===== config.mk =====
export PLATFORM = sky130hd
export DESIGN_NAME = psu_slot_div
export DESIGN_NICKNAME = d
export VERILOG_FILES = /design/src/sv/psu_pkg.sv /design/src/sv/psu_slot_div.sv
export SDC_FILE = /design/constraint.sdc
export NUM_CORES = 1
export LEC_CHECK = 0
export BUFFER_PORTS_ARGS = -buffer_cell sky130_fd_sc_hd__clkbuf_2
export CAP_MARGIN = 20
export CORE_AREA = 2 2 48 50
export DETAILED_ROUTE_END_ITERATION = 8
export DIE_AREA = 0 0 50 52
export GPL_ROUTABILITY_DRIVEN = 1
export PLACE_DENSITY = 0.8
export SLEW_MARGIN = 25
export SYNTH_ARGS = -nofsm -noshare
export SYNTH_HDL_FRONTEND = slang
export SYNTH_SLANG_ARGS = --single-unit
export TNS_END_PERCENT = 50

===== constraint.sdc =====
create_clock -name clk -period 3 [get_ports clk]
set_input_delay 0.6 -clock clk [delete_from_list [all_inputs] [get_ports clk]]
set_output_delay 0.6 -clock clk [all_outputs]
set_load 0.1 [all_outputs]

===== src/sv/psu_pkg.sv =====
// shared types, codes and the paeth predictor for the png scanline unfilter
`timescale 1ns / 1ps

package psu_pkg;

  // configuration register widths and indexes
  localparam int BPP_W = 4;
  localparam int ROW_BYTES_W = 14;
  localparam int CFG_DATA_W = 14;
  localparam logic CFG_BPP = 1'b0;
  localparam logic CFG_ROW_BYTES = 1'b1;

  // row filter kinds as carried in the filter byte
  typedef enum logic [2:0] {
    FLT_NONE  = 3'd0,
    FLT_SUB   = 3'd1,
    FLT_UP    = 3'd2,
    FLT_AVG   = 3'd3,
    FLT_PAETH = 3'd4,
    FLT_BAD   = 3'd7
  } filt_kind_t;

  // status of the slot remainder unit
  typedef struct packed {
    logic       busy;
    logic       done;
    logic [2:0] rem;
  } div_stat_t;

  // paeth predictor, distances at full precision
  function automatic logic [7:0] paeth(input logic [7:0] a, input logic [7:0] b,
                                       input logic [7:0] c);
    logic signed [10:0] sa;
    logic signed [10:0] sb;
    logic signed [10:0] sc;
    logic signed [10:0] da;
    logic signed [10:0] db;
    logic signed [10:0] dc;
    logic [9:0] pa;
    logic [9:0] pb;
    logic [9:0] pc;
    logic [7:0] res;
    sa = signed'({3'b000, a});
    sb = signed'({3'b000, b});
    sc = signed'({3'b000, c});
    da = sb - sc;
    db = sa - sc;
    dc = sa + sb - (sc <<< 1);
    pa = da[10] ? 10'(-da) : da[9:0];
    pb = db[10] ? 10'(-db) : db[9:0];
    pc = dc[10] ? 10'(-dc) : dc[9:0];
    if (pa <= pb && pa <= pc) begin
      res = a;
    end else if (pb <= pc) begin
      res = b;
    end else begin
      res = c;
    end
    return res;
  endfunction

endpackage


===== src/sv/psu_slot_div.sv =====
// bit serial remainder of the column position by bytes per pixel
`timescale 1ns / 1ps

module psu_slot_div #(
  parameter int AW = 13
) (
  input  logic                         clk,
  input  logic                         rst_n,
  input  logic                         start_i,
  input  logic [AW-1:0]                dividend_i,
  input  logic [psu_pkg::BPP_W-1:0]    divisor_i,
  output psu_pkg::div_stat_t           stat_o
);

  localparam int CNT_W = $clog2(AW + 1);

  logic [AW-1:0]    sh_r;
  logic [2:0]       rem_r;
  logic [CNT_W-1:0] cnt_r;
  logic [3:0]       trial;
  logic [2:0]       rem_nxt;

  // one restoring step per cycle, msb first
  always_comb begin
    trial = {rem_r, sh_r[AW-1]};
    if (trial >= divisor_i) begin
      rem_nxt = 3'(trial - divisor_i);
    end else begin
      rem_nxt = trial[2:0];
    end
  end

  // control count
  always_ff @(posedge clk) begin
    if (!rst_n) begin
      cnt_r <= '0;
    end else if (start_i) begin
      cnt_r <= CNT_W'(AW);
    end else if (cnt_r != '0) begin
      cnt_r <= cnt_r - 1'b1;
    end
  end

  // operand shift and partial remainder
  always_ff @(posedge clk) begin
    if (start_i) begin
      sh_r  <= dividend_i;
      rem_r <= '0;
    end else if (cnt_r != '0) begin
      sh_r  <= sh_r << 1;
      rem_r <= rem_nxt;
    end
  end

  // status out, rem is final in the done cycle
  always_comb begin
    stat_o.busy = start_i || (cnt_r != '0);
    stat_o.done = !start_i && (cnt_r == CNT_W'(1));
    stat_o.rem  = rem_nxt;
  end

endmodule


# ---- Word-level counts from Yosys, hierarchy flattened
# Cells that the tools add are included.
dict set report word_totals {
  register_bits 20
  in_bits 20
  out_inout_bits 5
  word_cells 20
}
dict set report classes {
  add_sub_neg 2
  order_cmp 1
  n_eq_ne 1
  mux 5
  bitwise_logic 1
  n_reduce_logical 6
}
# op n
set ops {}
lappend ops {{13-bit 2-to-1 mux} 2}
lappend ops {{4-bit 2-to-1 mux} 2}
lappend ops {{4-bit by 1-bit equality test with 1-bit output, second input constant} 1}
lappend ops {{4-bit >= comparator} 1}
lappend ops {{4-bit nonzero test} 1}
lappend ops {{4-bit by 1-bit subtractor with 4-bit output, second input constant} 1}
lappend ops {{3-bit 2-to-1 mux} 1}
lappend ops {{3-bit subtractor} 1}
lappend ops {{2-bit nonzero test} 1}
lappend ops {{2-bit OR reduction} 1}
lappend ops {{1-bit logical AND} 1}
lappend ops {{1-bit logical NOT} 1}
lappend ops {{1-bit logical OR} 1}
lappend ops {{1-bit NOT} 1}

# ---- Longest topological paths before layout
# Gate-level depths: netlist of run 1.
dict set report logic_depth {
  depth_word 3
  mapped_depth 7
  mapped_depth_nobuf 7
}

# ---- Worst setup path after synthesis of run 1
# No wires, ideal clock.
dict set report synth_path {
  path_kind {in2out}
  start {input port start_i}
  end {output port stat_o[3] (netlist bit)}
  arrival_time_ps 4034
  required_ps 2400
  path_slack_ps -1634
  path_stages 3
  n_path_buf 2
  path_cell_list {buf_4 > buf_2 > nor4b_1}
}
# item line
set synth_rtl {}
lappend synth_rtl {{from (decl)} psu_slot_div.sv:9} ;# input logic start_i,
lappend synth_rtl {{to (decl)} psu_slot_div.sv:12} ;# output psu_pkg::div_stat_t stat_o

==> flow_metrics.tcl, run 1 <==
set metrics [dict create \
    outcome "completed" \
    synth-adder-area-share_pct 9.31 \
    drv_cap 0 \
    final_common_cell "clkbuf_2" \
    placed_area_sq_um 1240 \
    grt_max_degree 19 \
    endpoint_kind "output pin" \
    crit_arrival_ns 2.24 \
    port_buffers 24 \
    stdcell_count 135 \
    hold_buffers 0 \
    power_density_nw_per_um2 695 \
    muxShareOfSynthArea_pct 17.6 \
    fillCellCount 176 \
    pre_cts_ws_ns 0.0752 \
    synth_top_area_cell "edfxtp_1" \
    die_h_microns 52 \
    vias_per_cell 5.10 \
    finalClockSkew_ns 0.00562 \
    dr_wl_met2_mm 1.03 \
    synth_simple_gate_area_share_pct 7.23 \
    finalNetCount 135 \
    grt-ovfl-total 0 \
    antenna_found_initial 0 \
    cts_buffers 3 \
    synthesis.nets 105 \
    syn_to_final_growth_pct 25.2 \
    totalWireLength_mm 1.82 \
    final_antenna_net_count 0 \
    dieArea_sq_um 2600 \
    finalPower_uw 889 \
    ir_drop_mv 0.359 \
    coreArea_sq_um 2110 \
    yosysTopAreaCellShare_pct 38.2 \
    synth-seq-cells 20 \
    layout_setup_ws_ns 0.158 \
    fmax_ghz 0.352 \
    syn-cell-area_sq_um 1020 \
    crit_type "reg2out" \
    place_congestion 0.720 \
    post-route-util_pct 60.7 \
    io_pins 25 \
    synth_compound_area_share_pct 8.82 \
    core.rowCount 17 \
    syn-instance-count 78 \
    final_area_sq_um 1280 \
    clock-sinks 20 \
    ys_top_cells_by_area "edfxtp_1, dfxtp_1, mux2_2" \
    hold_violations 0 \
    top_layer "met4" \
    dp_cells 130 \
    setup_viol 0 \
    grtUsageTotal_pct 16.5 \
    chipWidth_microns 50 \
    drt_iter0_drc 12 \
    rsz0062_at_grt "no" \
    post-route-drc-count 0 \
    grt_pass1_vias 684 \
    ys_types 27 \
    avgRoutedWirePerCell_microns 13.5 \
    worstPathMaxFanout 3 \
    final_cell_mix "clkbuf_2, edfxtp_1, mux2_2" \
    period_needed_ns 2.84 \
    avgSynthCellArea_sq_um 13.1 \
    diodes 0 \
    start_util_pct 48.5 \
    r2r_slack_ns 0.96 \
    vias 688 \
    h-tree-depth 1 \
    hp-class "reg2reg" \
    grt_pass1_wl_mm 3.04 \
    firstDrtPassIters 4 \
    drive_above_1_share_pct 45.8 \
    p_leak_nw 0.558 \
    cts_tree "done" \
    wl_met1_microns 681 \
    synth_xor_area_share_pct 0.858 \
    synth_top_family_by_area "multiplexers" \
    wl_met3_microns 77 \
    tightest_slew_ns 0.580 \
    fin_crit_sh_pct 94.7 \
    maxSlewViolCount 0 \
    hpwl_mm 1.41 \
    yosys_warnings 0 \
    root_buffer "clkbuf_4" \
    clock_latency_ns 0.30 \
    path_clk_slew_ns 0.12 \
    ys_seq_area_share_pct 52.0 \
    cts_buffer_depth 2 \
    slew_headroom_pct 61.2 \
    start_kind "flop" \
    cp.required_ns 2.40 \
]
per-stage QoR:
step	hold slack [ns]	TNS [ns]
after global placement	0.487	0
after floorplan	0.454	-0.819
after detailed placement	0.497	0
after global routing	0.526	0
final	0.520	0
after CTS	0.525	0
logic make-up after synthesis:
| family | count (synthesis) |
|---|---|
| muxes | 16 |
| and+or+nand+nor | 12 |
| AOI/OAI and AO/OA | 12 |
| buffers and inverters | 10 |
| xor gates and xnor gates | 1 |
| DFF | 20 |
| adders and majority gates | 7 |
where the power goes:
part           switching (mW)  internal (mW)  leakage (nW)  total, mW
Clock                  0.0841         0.0486        0.0154      0.133
Sequential             0.0196          0.339         0.195      0.359
Combinational           0.233          0.164         0.348      0.397
Total                   0.337          0.551         0.558      0.889
per-layer routing:
layer / vias to the layer above / GRT usage (%)
met4: 0 / 9.72
met5: - / 0
met1: 326 / 16.9
li1: 341 / -
met3: 4 / 2.87
met2: 17 / 31.4
path summary, 6_finish.rpt:
kind / from / endpoint / cells after the start
hold reg to reg: rem_r[2]$_SDFFE_PP0N_ / rem_r[2]$_SDFFE_PP0N_ / 1
hold / removal: rem_r[2]$_SDFFE_PP0N_ / rem_r[2]$_SDFFE_PP0N_ / 1
setup reg to reg: sh_r[12]$_DFFE_PP_ / rem_r[1]$_SDFFE_PP0N_ / 8
setup / recovery: sh_r[12]$_DFFE_PP_ / stat_o[0] / 7
worst max-delay path, stage by stage (launching register included):
cell and delay (ns):
edfxtp_1 0.34, inv_1 0.06, ha_1 0.19, fa_1 0.40, a21boi_2 0.19, o21ai_4 0.21
mux2i_2 0.33, buf_12 0.21
cell type report:
| cell class | count | area [sq um] | area share (%) |
|---|---|---|---|
| multi-input combinational | 48 | 469 | 36.7 |
| clock inverter | 1 | 3.75 | 0.294 |
| sequential | 20 | 531 | 41.5 |
| clock buffer | 3 | 22.5 | 1.76 |
| inverter | 8 | 30.0 | 2.35 |
| tap | 28 | 35.0 | 2.74 |
| timing repair buffer | 27 | 188 | 14.7 |
registers in the layout (all words and copies together) (netlist names):
register and cells:
sh_r 13, cnt_r 4, rem_r 3
repair_timing:
item	CTS	global route
setup buffers	0	1
setup endpoints to repair	0	2
gates resized for setup	0	1
synth_stat cells (all sizes together):
cell	count
inv	8
or3	1
mux2	13
a21oi	3
nand2	4
nor3b	1
o21a	2
a31oi	1
o21ai	1
nor2	1
edfxtp	13
buf	2
fa	1
nor4b	2
a21boi	1
mux2i	3
a21o	1
xnor2	1
nor3	1
ha	6
dfxtp	7
and3	1
a22o	3
and2	1
(Power assumes the default switching activity.)
==> run 2, diff against run 1 <==
Clock period 3 ns to 3.5 ns, I/O delays scaled along.
==> run 2 against run 1 <==
  * Setup slack better by 0.16 ns
  * Wire length shrank 9.1%
  * Combinational power down 32%
  * First-iteration DRC count down 42%
  * Critical path type is now in2out
==> flow_metrics.tcl, run 2 (synthesis gave the netlist of run 1 again) <==
set metrics [dict create \
    outcome "completed" \
    port_buffers 24 \
    clock_latency_ns 0.29 \
    ir_drop_mv 0.322 \
    pre_cts_ws_ns 0.317 \
    grt_max_degree 19 \
    diodes 0 \
    cts_buffer_depth 2 \
    dieArea_sq_um 2600 \
    cp.required_ns 2.80 \
    maxSlewViolCount 0 \
    totalWireLength_mm 1.66 \
    final_common_cell "clkbuf_2" \
    die_h_microns 52 \
    fillCellCount 184 \
    drive_above_1_share_pct 43.4 \
    cts_resized 0 \
    final_cell_mix "clkbuf_2, edfxtp_1, mux2_2" \
    drt_iter0_drc 7 \
    cts_buffers 3 \
    firstDrtPassIters 2 \
    finalClockSkew_ns 0.0102 \
    io_pins 25 \
    p_sw_uw 266 \
    cts_tree "done" \
    stdcell_count 134 \
    endpoint_kind "output pin" \
    sw_frac_of_total_pct 38.6 \
    worstPathMaxFanout 3 \
    clockPowerShare_pct 16.2 \
    path_clk_slew_ns 0.10 \
    grtUsageTotal_pct 14.6 \
    h-tree-depth 1 \
    crit_arrival_ns 2.49 \
    dp_cells 130 \
    fmax_ghz 0.314 \
    core.rowCount 17 \
    finalNetCount 134 \
    hp-class "reg2reg" \
    final_antenna_net_count 0 \
    grt_pass1_wl_mm 2.82 \
    hold_buffers 0 \
    combPwrFrac_pct 39.3 \
    cts_setup_buffers 0 \
    avgRoutedWirePerCell_microns 12.4 \
    syn_to_final_growth_pct 19.1 \
    placed_area_sq_um 1190 \
    period_needed_ns 3.19 \
    final_area_sq_um 1220 \
    p_leak_nw 0.537 \
    post-route-util_pct 57.8 \
    start_util_pct 48.5 \
    root_buffer "clkbuf_4" \
    layout_setup_ws_ns 0.314 \
    slew_headroom_pct 64.1 \
    grt-ovfl-total 0 \
    largest-register "sh_r" \
    setup_viol 0 \
    largest_register_ffs 13 \
    rsz0062_at_grt "no" \
    post-route-drc-count 0 \
    vias 684 \
    coreArea_sq_um 2110 \
    p_int_uw 424 \
    chipWidth_microns 50 \
    power_density_nw_per_um2 567 \
    clock-sinks 20 \
    drv_cap 0 \
    seqPwrFrac_pct 44.5 \
    tightest_slew_ns 0.537 \
    fin_hold_ws_ns 0.496 \
    place_congestion 0.722 \
    start_kind "input pin" \
    fin_crit_sh_pct 91.0 \
    antenna_found_initial 0 \
    hpwl_mm 1.30 \
    grt_pass1_vias 705 \
    hold_violations 0 \
    vias_per_cell 5.10 \
    crit_type "in2out" \
    top_regs "sh_r (13), cnt_r (4), rem_r (3)" \
]
==> run 2: final timing paths <==
path              slack, ns                     to  cells past startpoint             startpoint
hold reg to reg        0.50  rem_r[2]$_SDFFE_PP0N_                      1  rem_r[2]$_SDFFE_PP0N_
setup reg to reg       1.52  rem_r[2]$_SDFFE_PP0N_                      7     sh_r[12]$_DFFE_PP_
hold / removal         0.50  rem_r[2]$_SDFFE_PP0N_                      1  rem_r[2]$_SDFFE_PP0N_
setup / recovery       0.31              stat_o[2]                      7           divisor_i[0]
==> run 2: critical path, stage by stage <==
cell      delay (ns)
clkbuf_2        0.09
ha_1            0.20
fa_1            0.41
a21boi_2        0.18
o21ai_2         0.22
mux2_4          0.33
clkbuf_2        0.37
==> run 2: final cells by class <==
class | instances | area, sq um | area share (%)
well taps | 28 | 35.0 | 2.88
inverters | 8 | 30.0 | 2.47
repair buffers | 26 | 140 | 11.5
multi-input cells | 48 | 454 | 37.3
clock buffers | 4 | 26.3 | 2.16
flip-flops and latches | 20 | 531 | 43.6
==> run 2: through the flow <==
step | TNS (ns) | power, mW
after global placement | 0 | 0.578
final | 0 | 0.690
after detailed placement | 0 | 0.586
after global routing | 0 | 0.724
after CTS | 0 | 0.697
after floorplan | -1.26 | 0.533
==> run 2: power groups by stage <==
stage	logic [mW]	clock network, mW	registers [mW]
detailed placement	0.273	0	0.313
global placement	0.267	0	0.311
global route	0.289	0.123	0.312
finish	0.271	0.112	0.307
floorplan	0.225	0	0.308
CTS	0.274	0.115	0.308
==> run 2: per-layer routing <==
metal	up-vias	track usage, %	share of wire [%]
li1	339	-	-
met2	17	28.5	52
met4	0	5.56	0.66
met3	2	1.72	3.4
met5	-	0	0
met1	326	15.8	44
==> run 3, diff against run 2 <==
==> constraint.sdc (replaced) <==
create_clock -name clk -period 3.5 [get_ports clk]
set_input_delay 0.175 -clock clk [delete_from_list [all_inputs] [get_ports clk]]
set_output_delay 0.175 -clock clk [all_outputs]
set_load 0.1 [all_outputs]
==> run 3 against run 2 <==
  * Die area did not move
  * Global-route usage rose by 1.1 points
  * Via count fell by 2.0%
  * Sequential power barely moved
  * Cell count fell by 1.5%
  * Worst hold slack got worse by 0.38 ns
  * Highest routed layer unchanged
  * Sequential share of layout area rose by 0.73 points
  * Utilization fell by 0.95 points
  * Final area fell by 1.6%
  * Clock skew fell by 0.0080 ns
==> flow_metrics.tcl, run 3 (synthesis gave the netlist of run 1 again) <==
set metrics [dict create \
    min_path_cells 2 \
    placed_area_sq_um 1170 \
    reg2reg_depth 4 \
    h-tree-depth 1 \
    crit_path_top_delay_cell "clkbuf_2" \
    top_regs "sh_r (13), cnt_r (4), rem_r (3)" \
    fmax_ghz 0.380 \
    final_common_cell "clkbuf_2" \
    root_buffer "clkbuf_4" \
    cp.depth 7 \
    grt-ovfl-total 0 \
    ir_drop_mv 0.392 \
    coreArea_sq_um 2110 \
    die_h_microns 52 \
    final_area_sq_um 1200 \
    setup_viol 0 \
    cp_top_family "adder cells" \
    tns_ns 0 \
    critical_path.cell_chain "inv_1 -> ha_1 -> fa_1 -> a21boi_2 -> o21ai_2 -> mux2i_1 -> clkbuf_2" \
    avgRoutedWirePerCell_microns 13.0 \
    p_sw_uw 269 \
    fin_crit_sh_pct 75.2 \
    start_kind "flop" \
    fillCellCount 176 \
    port_buffers 24 \
    p_int_uw 417 \
    hpwl_mm 1.29 \
    seqPwrFrac_pct 44.9 \
    max_stage_delay_ns 0.50 \
    outcome "completed" \
    final_cell_mix "clkbuf_2, edfxtp_1, mux2_2" \
    start_util_pct 48.5 \
    cts_tree "done" \
    power_density_nw_per_um2 573 \
    clockPowerShare_pct 16.5 \
    dieArea_sq_um 2600 \
    clock_latency_ns 0.29 \
    vias 670 \
    post-route-drc-count 0 \
    hold_violations 0 \
    slew_headroom_pct 63.7 \
    grt_max_degree 20 \
    worstPathMaxFanout 3 \
    grtUsageTotal_pct 15.7 \
    clock-sinks 20 \
    path_clk_slew_ns 0.11 \
    largest_register_ffs 13 \
    maxSlewViolCount 0 \
    finalClockSkew_ns 0.00221 \
    diodes 0 \
    sw_frac_of_total_pct 39.2 \
    tightest_slew_ns 0.543 \
    cp.required_ns 3.32 \
    finalNetCount 132 \
    core.rowCount 17 \
    critPathBufInv 2 \
    crit_type "reg2out" \
    crit_arrival_ns 2.46 \
    endpoint_kind "output pin" \
    cts_buffer_depth 2 \
    final_antenna_net_count 0 \
    firstDrtPassIters 4 \
    period_needed_ns 2.63 \
    drv_cap 0 \
    syn_to_final_growth_pct 17.2 \
    cts_resized 0 \
    cts_setup_buffers 0 \
    combPwrFrac_pct 38.6 \
    rsz0062_at_grt "no" \
    grt_pass1_wl_mm 3.03 \
    vias_per_cell 5.08 \
    io_pins 25 \
    hp-class "in2reg" \
    grt_pass1_vias 782 \
    chipWidth_microns 50 \
    drt_iter0_drc 7 \
    p_leak_nw 0.526 \
    cts_buffers 3 \
    hold_buffers 0 \
    place_congestion 0.730 \
    drive_above_1_share_pct 42.3 \
    antenna_found_initial 0 \
    largest-register "sh_r" \
    totalWireLength_mm 1.71 \
]
run 3: cell count changes in the layout (fill, tap and decap cells not counted), sizes merged:
cell    previous run  this run
clkbuf            26        28
buf                4         0
run 3: layer usage:
metal / global-route usage (%) / share of wire (%) / routed length [microns]
met5: 0 / 0 / 0
met4: 8.80 / 0.93 / 16
met3: 2.59 / 3.6 / 61
met2: 31.4 / 53 / 911
met1: 14.8 / 42 / 724
run 3: through the flow:
step	util, %	hold slack, ns	setup slack (ns)	power (mW)	cells
2_1_floorplan	-	0.292	0.235	0.533	78
3_3_place_gp	55.6	0.430	1.32	0.569	128
3_5_place_dp	55.6	0.432	1.22	0.579	128
4_1_cts	56.8	0.115	0.879	0.690	132
5_1_grt	56.8	0.128	0.739	0.720	132
6_report	56.8	0.121	0.867	0.686	132
run 3: worst reg2reg max path, stage by stage (launching register included):
cell and delay, ns:
dfxtp_1 0.35, inv_1 0.09, ha_1 0.28, nor4b_2 0.51
inv_1 0.40
run 3: layout make-up:
type | count | area (sq um) | area share, %
tap | 28 | 35.0 | 2.93
sequential | 20 | 531 | 44.4
inverter | 8 | 30.0 | 2.51
clock buffer | 4 | 26.3 | 2.20
timing repair buffer | 24 | 120 | 10.0
multi-input combinational | 48 | 454 | 38.0
run 3: power groups by stage:
stage	Clock, mW	Sequential, mW	Combinational [mW]
finish	0.113	0.308	0.265
detailed placement	0	0.313	0.266
CTS	0.116	0.308	0.266
floorplan	0	0.308	0.225
global route	0.126	0.313	0.282
global placement	0	0.311	0.258
run 3: final timing paths:
kind | startpoint | to | slack [ns]
max | sh_r[12]$_DFFE_PP_ | stat_o[0] | 0.87
min | rst_n | cnt_r[2]$_SDFFE_PN0P_ | 0.12
max reg2reg | cnt_r[0]$_SDFFE_PN0P_ | sh_r[9]$_DFFE_PP_ | 1.54
min reg2reg | rem_r[2]$_SDFFE_PP0N_ | rem_r[2]$_SDFFE_PP0N_ | 0.51
